==> config.mk <==
export PLATFORM = sky130hd
export DESIGN_NAME = shuffled_minimal_standard_rng_top
export DESIGN_NICKNAME = d
export VERILOG_FILES = /design/src/design/shrng_pkg.sv /design/src/design/shrng_dp.sv /design/src/design/shrng_ctrl.sv /design/src/design/shuffled_minimal_standard_rng_top.sv
export SDC_FILE = /design/constraint.sdc
export NUM_CORES = 2
export LEC_CHECK = 0
export ABC_AREA = 1
export BUFFER_PORTS_ARGS = -buffer_cell sky130_fd_sc_hd__clkbuf_2
export CORE_AREA = 3 3 362 364
export DETAILED_ROUTE_END_ITERATION = 10
export DIE_AREA = 0 0 365 367
export GPL_ROUTABILITY_DRIVEN = 0
export MAX_ROUTING_LAYER = met4
export RECOVER_POWER = 25
export SLEW_MARGIN = 5
export SYNTH_ARGS = -nofsm -noshare
export SYNTH_HDL_FRONTEND = slang
export SYNTH_SLANG_ARGS = --single-unit
==> constraint.sdc <==
create_clock -name clk -period 7.4 [get_ports clk]
set_input_delay 1.48 -clock clk [delete_from_list [all_inputs] [get_ports clk]]
set_output_delay 1.48 -clock clk [all_outputs]
set_load 0.01 [all_outputs]
==> src/design/shrng_pkg.sv <==
// Shared types and constants for the shuffled minimal standard generator.
`default_nettype none
package shrng_pkg;

  localparam logic [14:0] LCG_MULT     = 15'd16807;
  localparam logic [31:0] LCG_MOD      = 32'h7FFF_FFFF;
  localparam logic [30:0] CLIP_LEVEL   = 31'd2147483390;
  localparam int          WARMUP_STEPS = 8;

  typedef struct packed {
    logic load_seed;   // load generator start value from seed
    logic mul;         // register generator product
    logic red;         // reduce product modulo 2^31-1 into generator
    logic fill;        // table write of reduced value during initialization
    logic set_last;    // last output from generator value
    logic pick;        // register table slot of last output
    logic rd;          // table read at slot
    logic fin;         // refill slot, publish result
  } dp_cmd_t;

  typedef struct packed {
    logic cnt_zero;
  } dp_sts_t;

endpackage
`default_nettype wire

==> src/design/shrng_dp.sv <==
// Datapath: generator, shuffle table, slot select and result register.
`default_nettype none
module shrng_dp #(
  parameter int TABLE_SIZE = 32
) (
  input  wire logic              clk,
  input  wire logic              rst_n,
  input  wire logic              cfg_valid,
  input  wire logic              cfg_ready,
  input  wire logic signed [31:0] cfg_data,
  input  wire shrng_pkg::dp_cmd_t cmd,
  output shrng_pkg::dp_sts_t      sts,
  output logic [30:0]             out_value,
  output logic                    out_clipped
);

  localparam int IW = $clog2(TABLE_SIZE);
  localparam int CW = $clog2(TABLE_SIZE + shrng_pkg::WARMUP_STEPS);
  localparam int SLOT_DIV = 1 + (2147483646 / TABLE_SIZE);
  localparam logic [CW-1:0] CNT_INIT = CW'(TABLE_SIZE + shrng_pkg::WARMUP_STEPS - 1);
  localparam logic [CW-1:0] CNT_FILL = CW'(TABLE_SIZE);

  logic [31:0]   seed_r;
  logic [30:0]   x_r;
  logic [45:0]   p_r;
  logic [CW-1:0] cnt_r;
  logic [IW-1:0] q_r;
  logic [30:0]   last_r;
  logic [30:0]   rdata_r;
  logic [30:0]   out_value_r;
  logic          out_clipped_r;
  logic [30:0]   mem [TABLE_SIZE];

  logic [31:0]   mag;
  logic [31:0]   mag_red;
  logic [30:0]   start;
  logic [31:0]   sum;
  logic [31:0]   sum_sub;
  logic [30:0]   red_val;
  logic [IW-1:0] slot;
  logic          cnt_fill;
  logic          wr_en;
  logic [IW-1:0] wr_addr;
  logic [30:0]   wr_data;

  always_comb begin
    mag     = ~seed_r + 32'd1;
    mag_red = (mag >= shrng_pkg::LCG_MOD) ? (mag - shrng_pkg::LCG_MOD) : mag;
    start   = (!seed_r[31] || (mag_red == 32'd0)) ? 31'd1 : mag_red[30:0];

    sum     = {1'b0, p_r[30:0]} + {17'd0, p_r[45:31]};
    sum_sub = sum - shrng_pkg::LCG_MOD;
    red_val = (sum >= shrng_pkg::LCG_MOD) ? sum_sub[30:0] : sum[30:0];

    // slot = last / SLOT_DIV: highest constant multiple not above last
    slot = '0;
    for (int k = 1; k < TABLE_SIZE; k++) begin
      if (last_r >= 31'(k * SLOT_DIV)) begin
        slot = IW'(k);
      end
    end

    cnt_fill = (cnt_r < CNT_FILL);
    wr_en    = cmd.fin || (cmd.fill && cnt_fill);
    wr_addr  = cmd.fin ? q_r : cnt_r[IW-1:0];
    wr_data  = cmd.fin ? x_r : red_val;
  end

  assign sts.cnt_zero = (cnt_r == '0);

  always_ff @(posedge clk) begin
    if (!rst_n) begin
      seed_r <= 32'hFFFF_FFFF;
    end else if (cfg_valid && cfg_ready) begin
      seed_r <= cfg_data;
    end
  end

  always_ff @(posedge clk) begin
    if (cmd.load_seed) begin
      x_r   <= start;
      cnt_r <= CNT_INIT;
    end
    if (cmd.mul) begin
      p_r <= 46'(x_r) * 46'(shrng_pkg::LCG_MULT);
    end
    if (cmd.red) begin
      x_r <= red_val;
    end
    if (cmd.fill && !sts.cnt_zero) begin
      cnt_r <= cnt_r - CW'(1);
    end
    if (cmd.pick) begin
      q_r <= slot;
    end
    if (cmd.set_last) begin
      last_r <= x_r;
    end
    if (cmd.fin) begin
      last_r        <= rdata_r;
      out_value_r   <= rdata_r;
      out_clipped_r <= (rdata_r >= shrng_pkg::CLIP_LEVEL);
    end
  end

  always_ff @(posedge clk) begin
    if (wr_en) begin
      mem[wr_addr] <= wr_data;
    end
    if (cmd.rd) begin
      rdata_r <= mem[q_r];
    end
  end

  assign out_value   = out_value_r;
  assign out_clipped = out_clipped_r;

endmodule
`default_nettype wire

==> src/design/shrng_ctrl.sv <==
// Controller: sequences initialization, draw steps and the result handshake.
`default_nettype none
module shrng_ctrl (
  input  wire logic               clk,
  input  wire logic               rst_n,
  input  wire logic               in_valid,
  output logic                    in_ready,
  input  wire logic               in_restart,
  output logic                    out_valid,
  input  wire logic               out_ready,
  input  wire shrng_pkg::dp_sts_t sts,
  output shrng_pkg::dp_cmd_t      cmd
);

  typedef enum logic [3:0] {
    ST_IDLE,
    ST_I_LOAD,
    ST_I_MUL,
    ST_I_RED,
    ST_I_LAST,
    ST_D_MUL,
    ST_D_RED,
    ST_D_RD,
    ST_D_FIN
  } state_t;

  state_t state_r, state_nxt;
  logic   init_r;
  logic   out_valid_r;
  logic   out_free;

  assign out_free = !out_valid_r || out_ready;
  assign in_ready = (state_r == ST_IDLE);
  assign out_valid = out_valid_r;

  always_comb begin
    state_nxt = state_r;
    cmd       = '0;
    case (state_r)
      ST_IDLE: begin
        if (in_valid) begin
          state_nxt = (in_restart || !init_r) ? ST_I_LOAD : ST_D_MUL;
        end
      end
      ST_I_LOAD: begin
        cmd.load_seed = 1'b1;
        state_nxt     = ST_I_MUL;
      end
      ST_I_MUL: begin
        cmd.mul   = 1'b1;
        state_nxt = ST_I_RED;
      end
      ST_I_RED: begin
        cmd.red   = 1'b1;
        cmd.fill  = 1'b1;
        state_nxt = sts.cnt_zero ? ST_I_LAST : ST_I_MUL;
      end
      ST_I_LAST: begin
        cmd.set_last = 1'b1;
        state_nxt    = ST_D_MUL;
      end
      ST_D_MUL: begin
        cmd.mul   = 1'b1;
        cmd.pick  = 1'b1;
        state_nxt = ST_D_RED;
      end
      ST_D_RED: begin
        cmd.red   = 1'b1;
        state_nxt = ST_D_RD;
      end
      ST_D_RD: begin
        cmd.rd    = 1'b1;
        state_nxt = ST_D_FIN;
      end
      ST_D_FIN: begin
        if (out_free) begin
          cmd.fin   = 1'b1;
          state_nxt = ST_IDLE;
        end
      end
      default: state_nxt = ST_IDLE;
    endcase
  end

  always_ff @(posedge clk) begin
    if (!rst_n) begin
      state_r     <= ST_IDLE;
      init_r      <= 1'b0;
      out_valid_r <= 1'b0;
    end else begin
      state_r <= state_nxt;
      if (state_r == ST_I_LAST) begin
        init_r <= 1'b1;
      end
      if (cmd.fin) begin
        out_valid_r <= 1'b1;
      end else if (out_ready) begin
        out_valid_r <= 1'b0;
      end
    end
  end

  a_accept_leaves_idle: assert property (@(posedge clk) disable iff (!rst_n)
    (in_valid && in_ready) |=> (state_r != ST_IDLE))
    else $error("transfer accepted but controller stayed idle");

  a_draw_needs_init: assert property (@(posedge clk) disable iff (!rst_n)
    (state_r == ST_D_MUL) |-> (init_r || $past(state_r) == ST_I_LAST))
    else $error("draw started before table fill");

  a_fin_publishes: assert property (@(posedge clk) disable iff (!rst_n)
    cmd.fin |=> out_valid_r)
    else $error("finished draw did not raise out_valid");

  a_fin_only_when_free: assert property (@(posedge clk) disable iff (!rst_n)
    cmd.fin |-> out_free)
    else $error("result register overwritten before transfer");

endmodule
`default_nettype wire

==> src/design/shuffled_minimal_standard_rng_top.sv <==
// Draw: after the in_valid transfer the controller runs multiply and slot pick, reduce and
// table read, then refill and publish, which raises out_valid; publishing waits while
// out_valid is high and out_ready is low. A new draw is taken in idle, once the previous
// one has left the controller. Initialization (first draw after reset or restart) runs first:
// seed load, then multiply and reduce for each of TABLE_SIZE+8 steps, then last-output setup.
// Reset is synchronous; seed returns to -1 and the next draw reinitializes.
`default_nettype none
module shuffled_minimal_standard_rng_top #(
  parameter int TABLE_SIZE = 32
) (
  input  wire logic               clk,
  input  wire logic               rst_n,
  input  wire logic               cfg_valid,
  output logic                    cfg_ready,
  input  wire logic signed [31:0] cfg_data,
  input  wire logic               in_valid,
  output logic                    in_ready,
  input  wire logic               in_restart,
  output logic                    out_valid,
  input  wire logic               out_ready,
  output logic [30:0]             out_value,
  output logic                    out_clipped
);

  shrng_pkg::dp_cmd_t cmd;
  shrng_pkg::dp_sts_t sts;

  assign cfg_ready = 1'b1;

  shrng_ctrl u_ctrl (
    .clk        (clk),
    .rst_n      (rst_n),
    .in_valid   (in_valid),
    .in_ready   (in_ready),
    .in_restart (in_restart),
    .out_valid  (out_valid),
    .out_ready  (out_ready),
    .sts        (sts),
    .cmd        (cmd)
  );

  shrng_dp #(
    .TABLE_SIZE (TABLE_SIZE)
  ) u_dp (
    .clk         (clk),
    .rst_n       (rst_n),
    .cfg_valid   (cfg_valid),
    .cfg_ready   (cfg_ready),
    .cfg_data    (cfg_data),
    .cmd         (cmd),
    .sts         (sts),
    .out_value   (out_value),
    .out_clipped (out_clipped)
  );

endmodule
`default_nettype wire
== Yosys cells after proc, flatten, opt, wreduce, memory -nomap -nowiden ==
Memories as Yosys holds them, arrays and structs flattened. A register that Yosys moved wholly into a read port is not among the register bits.
Index checks and enable logic that the tools add are counted.

* Memories kept: 1
* Register bits after elaboration: 189
* Bits in writable memories: 992
* Input bits: 38
* Output and inout bits: 35
* Word-level logic and storage cells: 151

* Bitwise gates (word level): 1
* Add/sub/neg operators: 5
* Equal/unequal tests: 10
* Magnitude comparators: 35
* Muxes and demuxes: 59
* Multiply operators: 1
* Reduce and logical (&&, ||, !) cells: 24

{| class="wikitable"
|+ Memory list
! name !! depth !! bits a word !! read ports !! clocked after Yosys merged registers in !! write ports !! RTL line !! source
|-
| u_dp.mem || 32 || 31 || 1 || 1 || 1 || shrng_dp.sv:32 || <nowiki>logic [30:0] mem [TABLE_SIZE];</nowiki>
|}

{| class="wikitable"
|+ Operators by type and width
! kind !! number
|-
| $ge 31x31->1 const B || 17
|-
| $ge 31x30->1 const B || 8
|-
| $mux 31 || 7
|-
| $ge 31x29->1 const B || 4
|-
| $mux 4 || 18
|-
| $ge 32x31->1 const B || 2
|-
| $ge 31x28->1 const B || 2
|-
| $mul 31x15->46 const B || 1
|-
| $pmux 4 s9 || 1
|-
| $add 31x15->32 || 1
|-
| $add 32x1->32 const B || 1
|-
| $logic_not 32->1 || 1
|-
| $mux 32 || 1
|-
| $not 32->32 || 1
|-
| $sub 32x31->32 const B || 1
|-
| $ge 31x27->1 const B || 1
|-
| $sub 31x31->31 const B || 1
|-
| $mux 3 || 10
|-
| $eq 4x3->1 const B || 4
|-
| $reduce_or 16->1 || 1
|-
| $mux 1 || 15
|-
| $mux 6 || 2
|-
| $eq 4x2->1 const B || 2
|-
| $mux 2 || 4
|-
| 17 further kinds || 29
|}

== Depth between registers and ports, before layout ==
* Word-level depth: 31
* Depth in mapped cells: 28
* Gate-level depth less buffers: 28

== Modules after synthesis ==
From an unflattened synthesis, not the netlist that was laid out.

* Cell total of the unflattened synthesis: 5072
* Area total of the unflattened synthesis: 57431.3 µm²

{| class="wikitable"
|+ By module, submodules not included
! module !! instances !! cells each !! area an instance (µm²) !! seq. area each (µm²)
|-
| shrng_dp || 1 || 5014 || 57053.5 || 35113.7
|-
| shrng_ctrl || 1 || 56 || 366.6 || 120.1
|-
| shuffled_minimal_standard_rng_top || 1 || 2 || 11.3 || 0.0
|}

== Least setup slack after synthesis ==
OpenSTA, ideal clock, no wires.

* Kind: register to register
* From: register u_dp.x_r[8]
* To: register u_dp.p_r[39] (data pin)
* Clock period less this slack: 5646 ps
* Path buffers: 0
* Arrival: 5388 ps
* Cell stages (with the launch flop): 28
* Slack: 1754 ps
* Cells stage by stage: edfxtp_1 > inv_1 > fa_1 > inv_1 > ha_1 > fa_1 > ha_1 > inv_1 > fa_1 > inv_1 > fa_1 > ha_1 > nand2_1 > inv_1 > nand2_1 > nand2_1 > a21oi_1 > o21ai_0 > a21oi_1 > inv_1 > a21oi_1 > nor2_1 > nor3_1 > o21ai_0 > nand2_1 > nand2_1 > a21oi_1 > xnor2_1

* Cells in the longest elaborated chain, start to end: 1

{| class="wikitable"
|+ Ends and longest elaborated chain
! element !! RTL line !! source
|-
| start: declaration || shrng_dp.sv:24 || <nowiki>logic [30:0] x_r;</nowiki>
|-
| start signal: assignment || shrng_dp.sv:81 || <nowiki>x_r <= start;</nowiki>
|-
| start signal: assignment || shrng_dp.sv:88 || <nowiki>x_r <= red_val;</nowiki>
|-
| $mul 31x15->46 || shrng_dp.sv:85 || <nowiki>p_r <= 46'(x_r) * 46'(shrng_pkg::LCG_MULT);</nowiki>
|-
| end signal: assignment || shrng_dp.sv:85 ||
|-
| end: declaration || shrng_dp.sv:25 || <nowiki>logic [45:0] p_r;</nowiki>
|}

Every way passes these cells.
A chain may end at the register's enable or synchronous reset.

== Worst setup path in the final report ==
* From: register u_dp.x_r[10]
* To: register u_dp.p_r[39] (data pin)

The elaborated chain is that of the path after synthesis.

==> metrics.md <==
| Metric | Value |
|---|---|
| Worst min-delay path class | `reg -> reg` |
| 1st-pass router iterations | `6` |
| Critical Path Most Common Cell | `inv_1` |
| Comb power frac | `roughly 45%` |
| Worst Path Required | `between 7 and 8 ns` |
| Post-DP HPWL | `a little over 100000 um` |
| Post-CTS sizing | `0` |
| First-pass GRT wire length | `248600 um` |
| Final nets | `around 5400` |
| Via density | `slightly below 6` |
| Critical path class | `reg -> reg` |
| 1st-iter DRT viols | `slightly below 5000` |
| Global route overflow | `0` |
| Via Count | `39765` |
| Wire per inst | `around 25 um` |
| Slowest stage delay, CP | `approximately 0.57 ns` |
| Async SR Flop Fraction | `0%` |
| Port bufs | `between 70 and 80` |
| Min-Delay Endpoint | `u_dp.out_value[0]` |
| CTS tree | `done` |
| Clock share of power | `between 20% and 30%` |
| Worst reg-to-reg setup slack | `around 0.95 ns` |
| I/O Pins | `73` |
| Sw power | `between 10000 and 15000 uW` |
| Worst IR Drop VDD | `about 0.55 mV` |
| Area leader, netlist | `edfxtp_1` |
| Period utilisation layout | `between 80% and 90%` |
| CP top delay family | `adder cells` |
| Max-cap viol count | `27` |
| Leak pwr | `between 0.02 and 0.025 uW` |
| CP arrival | `6.95 ns` |
| Largest net degree at the start of global routing | `approximately 200` |
| Critical-path top delay cell | `edfxtp_1` |
| Fin. Hold Viols | `0` |
| WHS Path Cells | `0` |
| Synth unique cells | `54` |
| Die area | `approximately 0.13 mm^2` |
| Starting Density | `between 40% and 50%` |
| Number of synthesized flops with an enable pin | `~1100` |
| Ys flop type | `edfxtp_1` |
| Worst-Skew Late Latency | `0.77 ns` |
| Setup TNS | `0 ns` |
| Syn Area/Cell | `around 11 um^2` |
| RSZ-0062 raised after global routing | `false` |
| Sequential group share of total power | `between 30% and 40%` |
| Total global-route track usage | `approximately 26%` |
| Clock Pin Slew Worst Setup and Hold Paths | `about 0.060 ns` |
| Cells on worst reg2reg path | `27` |
| Fmax | `roughly 0.16 GHz` |
| Clock buffer depth | `3` |
| Post-Syn Nets | `around 5400` |
| Hold slack | `roughly 0.42 ns` |
| Area share of the largest cell type after synthesis | `~60%` |
| CTS Buf Count | `120` |
| Filler cells | `11354` |
| Reg2reg end | `u_dp.p_r[39]` |
| Chip height | `approximately 370 um` |
| Worst Setup End Kind | `flop` |
| Initial antenna violation count | `7` |
| Worst Path Max Fanout | `7` |
| Syn Inst Count | `around 5000` |
| Final Skew | `approximately 0.045 ns` |
| Number of global-route vias before repair | `between 30000 and 40000` |
| Number of setup buffers added after CTS | `0` |
| Reg-to-Reg Start | `u_dp.x_r[10]` |
| Min-delay src | `u_dp.rdata_r[0]` |
| Final min period | `~6.4 ns` |
| # rows | `roughly 130` |
| Internal | `approximately 18000 uW` |
| Critical path startpoint category | `flop` |
| ANT nets after route | `0` |
| Placeable Area | `between 0.1 and 0.15 mm^2` |
| Final slew viol count | `988` |
| Area Growth Syn to Fin | `10.38%` |
| Relative slew slack | `-134.3%` |
| Crit path buffers/inverters | `6` |
| Cts hold-fix bufs | `0` |
| Number of remaining DRC errors | `0` |
| Post-synthesis sequential area ratio | `between 60% and 70%` |
| Number of synthesized register bits | `about 1200` |
| Failing checks | `capacitance limit, slew limit` |
| DRT Wirelength | `approximately 170000 um` |
| CTS Sinks | `roughly 1200` |
| Synth top area cells | `edfxtp_1 (60%), o21ai_0 (5.3%), nor2_1 (5.1%)` |
| PD cells | `around 470 mW/mm^2` |
| Yosys warning count | `0` |
| Switching power share of the total | `40.44%` |
| Synthesized area | `around 0.057 mm^2` |
| Measured slew at the worst slew-check pin | `around 3.5 ns` |
| Die width | `365 um` |
| List of most frequent post-synthesis cells | `edfxtp_1 (1148), nor2_1 (783), o21ai_0 (605)` |
| Pwr Total | `29580 uW` |
| H-Tree Depth | `3` |
| Most frequent cell after synthesis | `edfxtp_1` |
| Final setup violation count | `0` |
| Layout cells sized above 1 | `under 10%` |
| Root buf cell | `clkbuf_16` |
| Outcome | `complete, but fails checks` |
## cell type report
| type | instances | area [um^2] | share of cell area, % |
|---|---|---|---|
| inverter | 368 | 1395 | 2.203 |
| multi-input combinational | 3215 | 19800 | 31.26 |
| clock inverter | 87 | 833.3 | 1.316 |
| tap | 1662 | 2079 | 3.284 |
| clock buffer | 138 | 3070 | 4.849 |
| timing repair buffer | 148 | 899.6 | 1.421 |
| sequential | 1186 | 35230 | 55.65 |
| antenna | 4 | 10.01 | 0.01581 |
## sequential cells by signal (all words and copies together) (netlist names), 6 cells and up
signal	count
u_dp.cnt_r	6
u_dp.mem	992
u_dp.out_value	31
u_dp.p_r	46
u_dp.rdata_r	31
u_dp.seed_r	32
u_dp.x_r	31
## how the worst max path moves through the flow
stage	cells after the start	startpoint	to	slack, ns
2_1_floorplan	27	u_dp.x_r[8]	u_dp.p_r[39]	1.75
3_3_place_gp	27	u_dp.x_r[10]	u_dp.p_r[39]	1.00
3_5_place_dp	27	u_dp.x_r[10]	u_dp.p_r[39]	1.01
4_1_cts	27	u_dp.x_r[10]	u_dp.p_r[39]	0.97
5_1_grt	25	u_dp.x_r[10]	u_dp.p_r[39]	0.55
6_report	27	u_dp.x_r[10]	u_dp.p_r[39]	0.95
## per-layer routing
metal | part of all wire (%) | track usage, %
met1 | 42 | 35.59
met2 | 47 | 39.50
met3 | 7.9 | 3.496
met4 | 2.8 | 7.648
met5 | 0 | -
## cell families (layout without fill, tap and decap cells)
group | Yosys count | after routing | share of synthesized area [%]
AND/OR/NAND/NOR | 1712 | 1712 | 12.63
buffers and inverters | 635 | 741 | 4.260
AO/OA/AOI/OAI | 1061 | 1061 | 10.97
XOR/XNOR | 101 | 101 | 1.542
flip-flops | 1186 | 1186 | 61.42
adder cells (fa/ha/maj) | 340 | 340 | 9.170
other | 1 | 5 | 0.006538
## stage by stage
stage | util (%) | setup slack, ns | instance area [um^2] | std cells
final | 49.59 | 0.9511 | 63320 | 6808
after global placement | 46.75 | 1.002 | 59690 | 6579
after global routing | 49.59 | 0.5503 | 63320 | 6808
after detailed placement | 46.75 | 1.010 | 59690 | 6579
after floorplan | - | 1.754 | 57360 | 5036
after CTS | 49.80 | 0.9682 | 63590 | 6804
## power by group through the flow
stage,Sequential [uW],Clock (uW),Combinational [uW]
2_1_floorplan,10100,0,9030
3_3_place_gp,10300,0,13100
3_5_place_dp,10300,0,13200
4_1_cts,10100,6100,13400
5_1_grt,10100,6370,15000
6_report,10100,6020,13400
## cells in the final DEF (no fill, tap or decap), drive strengths merged, types with 2 or more instances in the layout
cell / count
o22ai: 68
o2111ai: 2
a21boi: 2
clkbuf: 220
bufinv: 11
o211ai: 3
a21o: 4
o21bai: 4
buf: 66
nand2: 575
nand3: 208
a32oi: 27
xor2: 75
a31oi: 35
or2: 3
o21ai: 625
clkinvlp: 7
nand3b: 15
inv: 370
nand4: 58
clkinv: 67
edfxtp: 1148
nor4: 14
nor3: 27
xnor2: 26
nor2: 810
o21a: 4
fa: 134
o221ai: 180
a21oi: 102
dfxtp: 38
diode: 4
ha: 206
## worst reg2reg max path: cells and delay by family, from the launching register on
family	cells	cell delay, ns
XOR/XNOR	1	0.08
flip-flops	1	0.57
buffers and inverters	6	0.44
adder cells (fa/ha/maj)	7	2.95
AND/OR/NAND/NOR	7	0.87
AO/OA/AOI/OAI	6	1.31
Note: power is estimated with default switching activity, not from simulation.
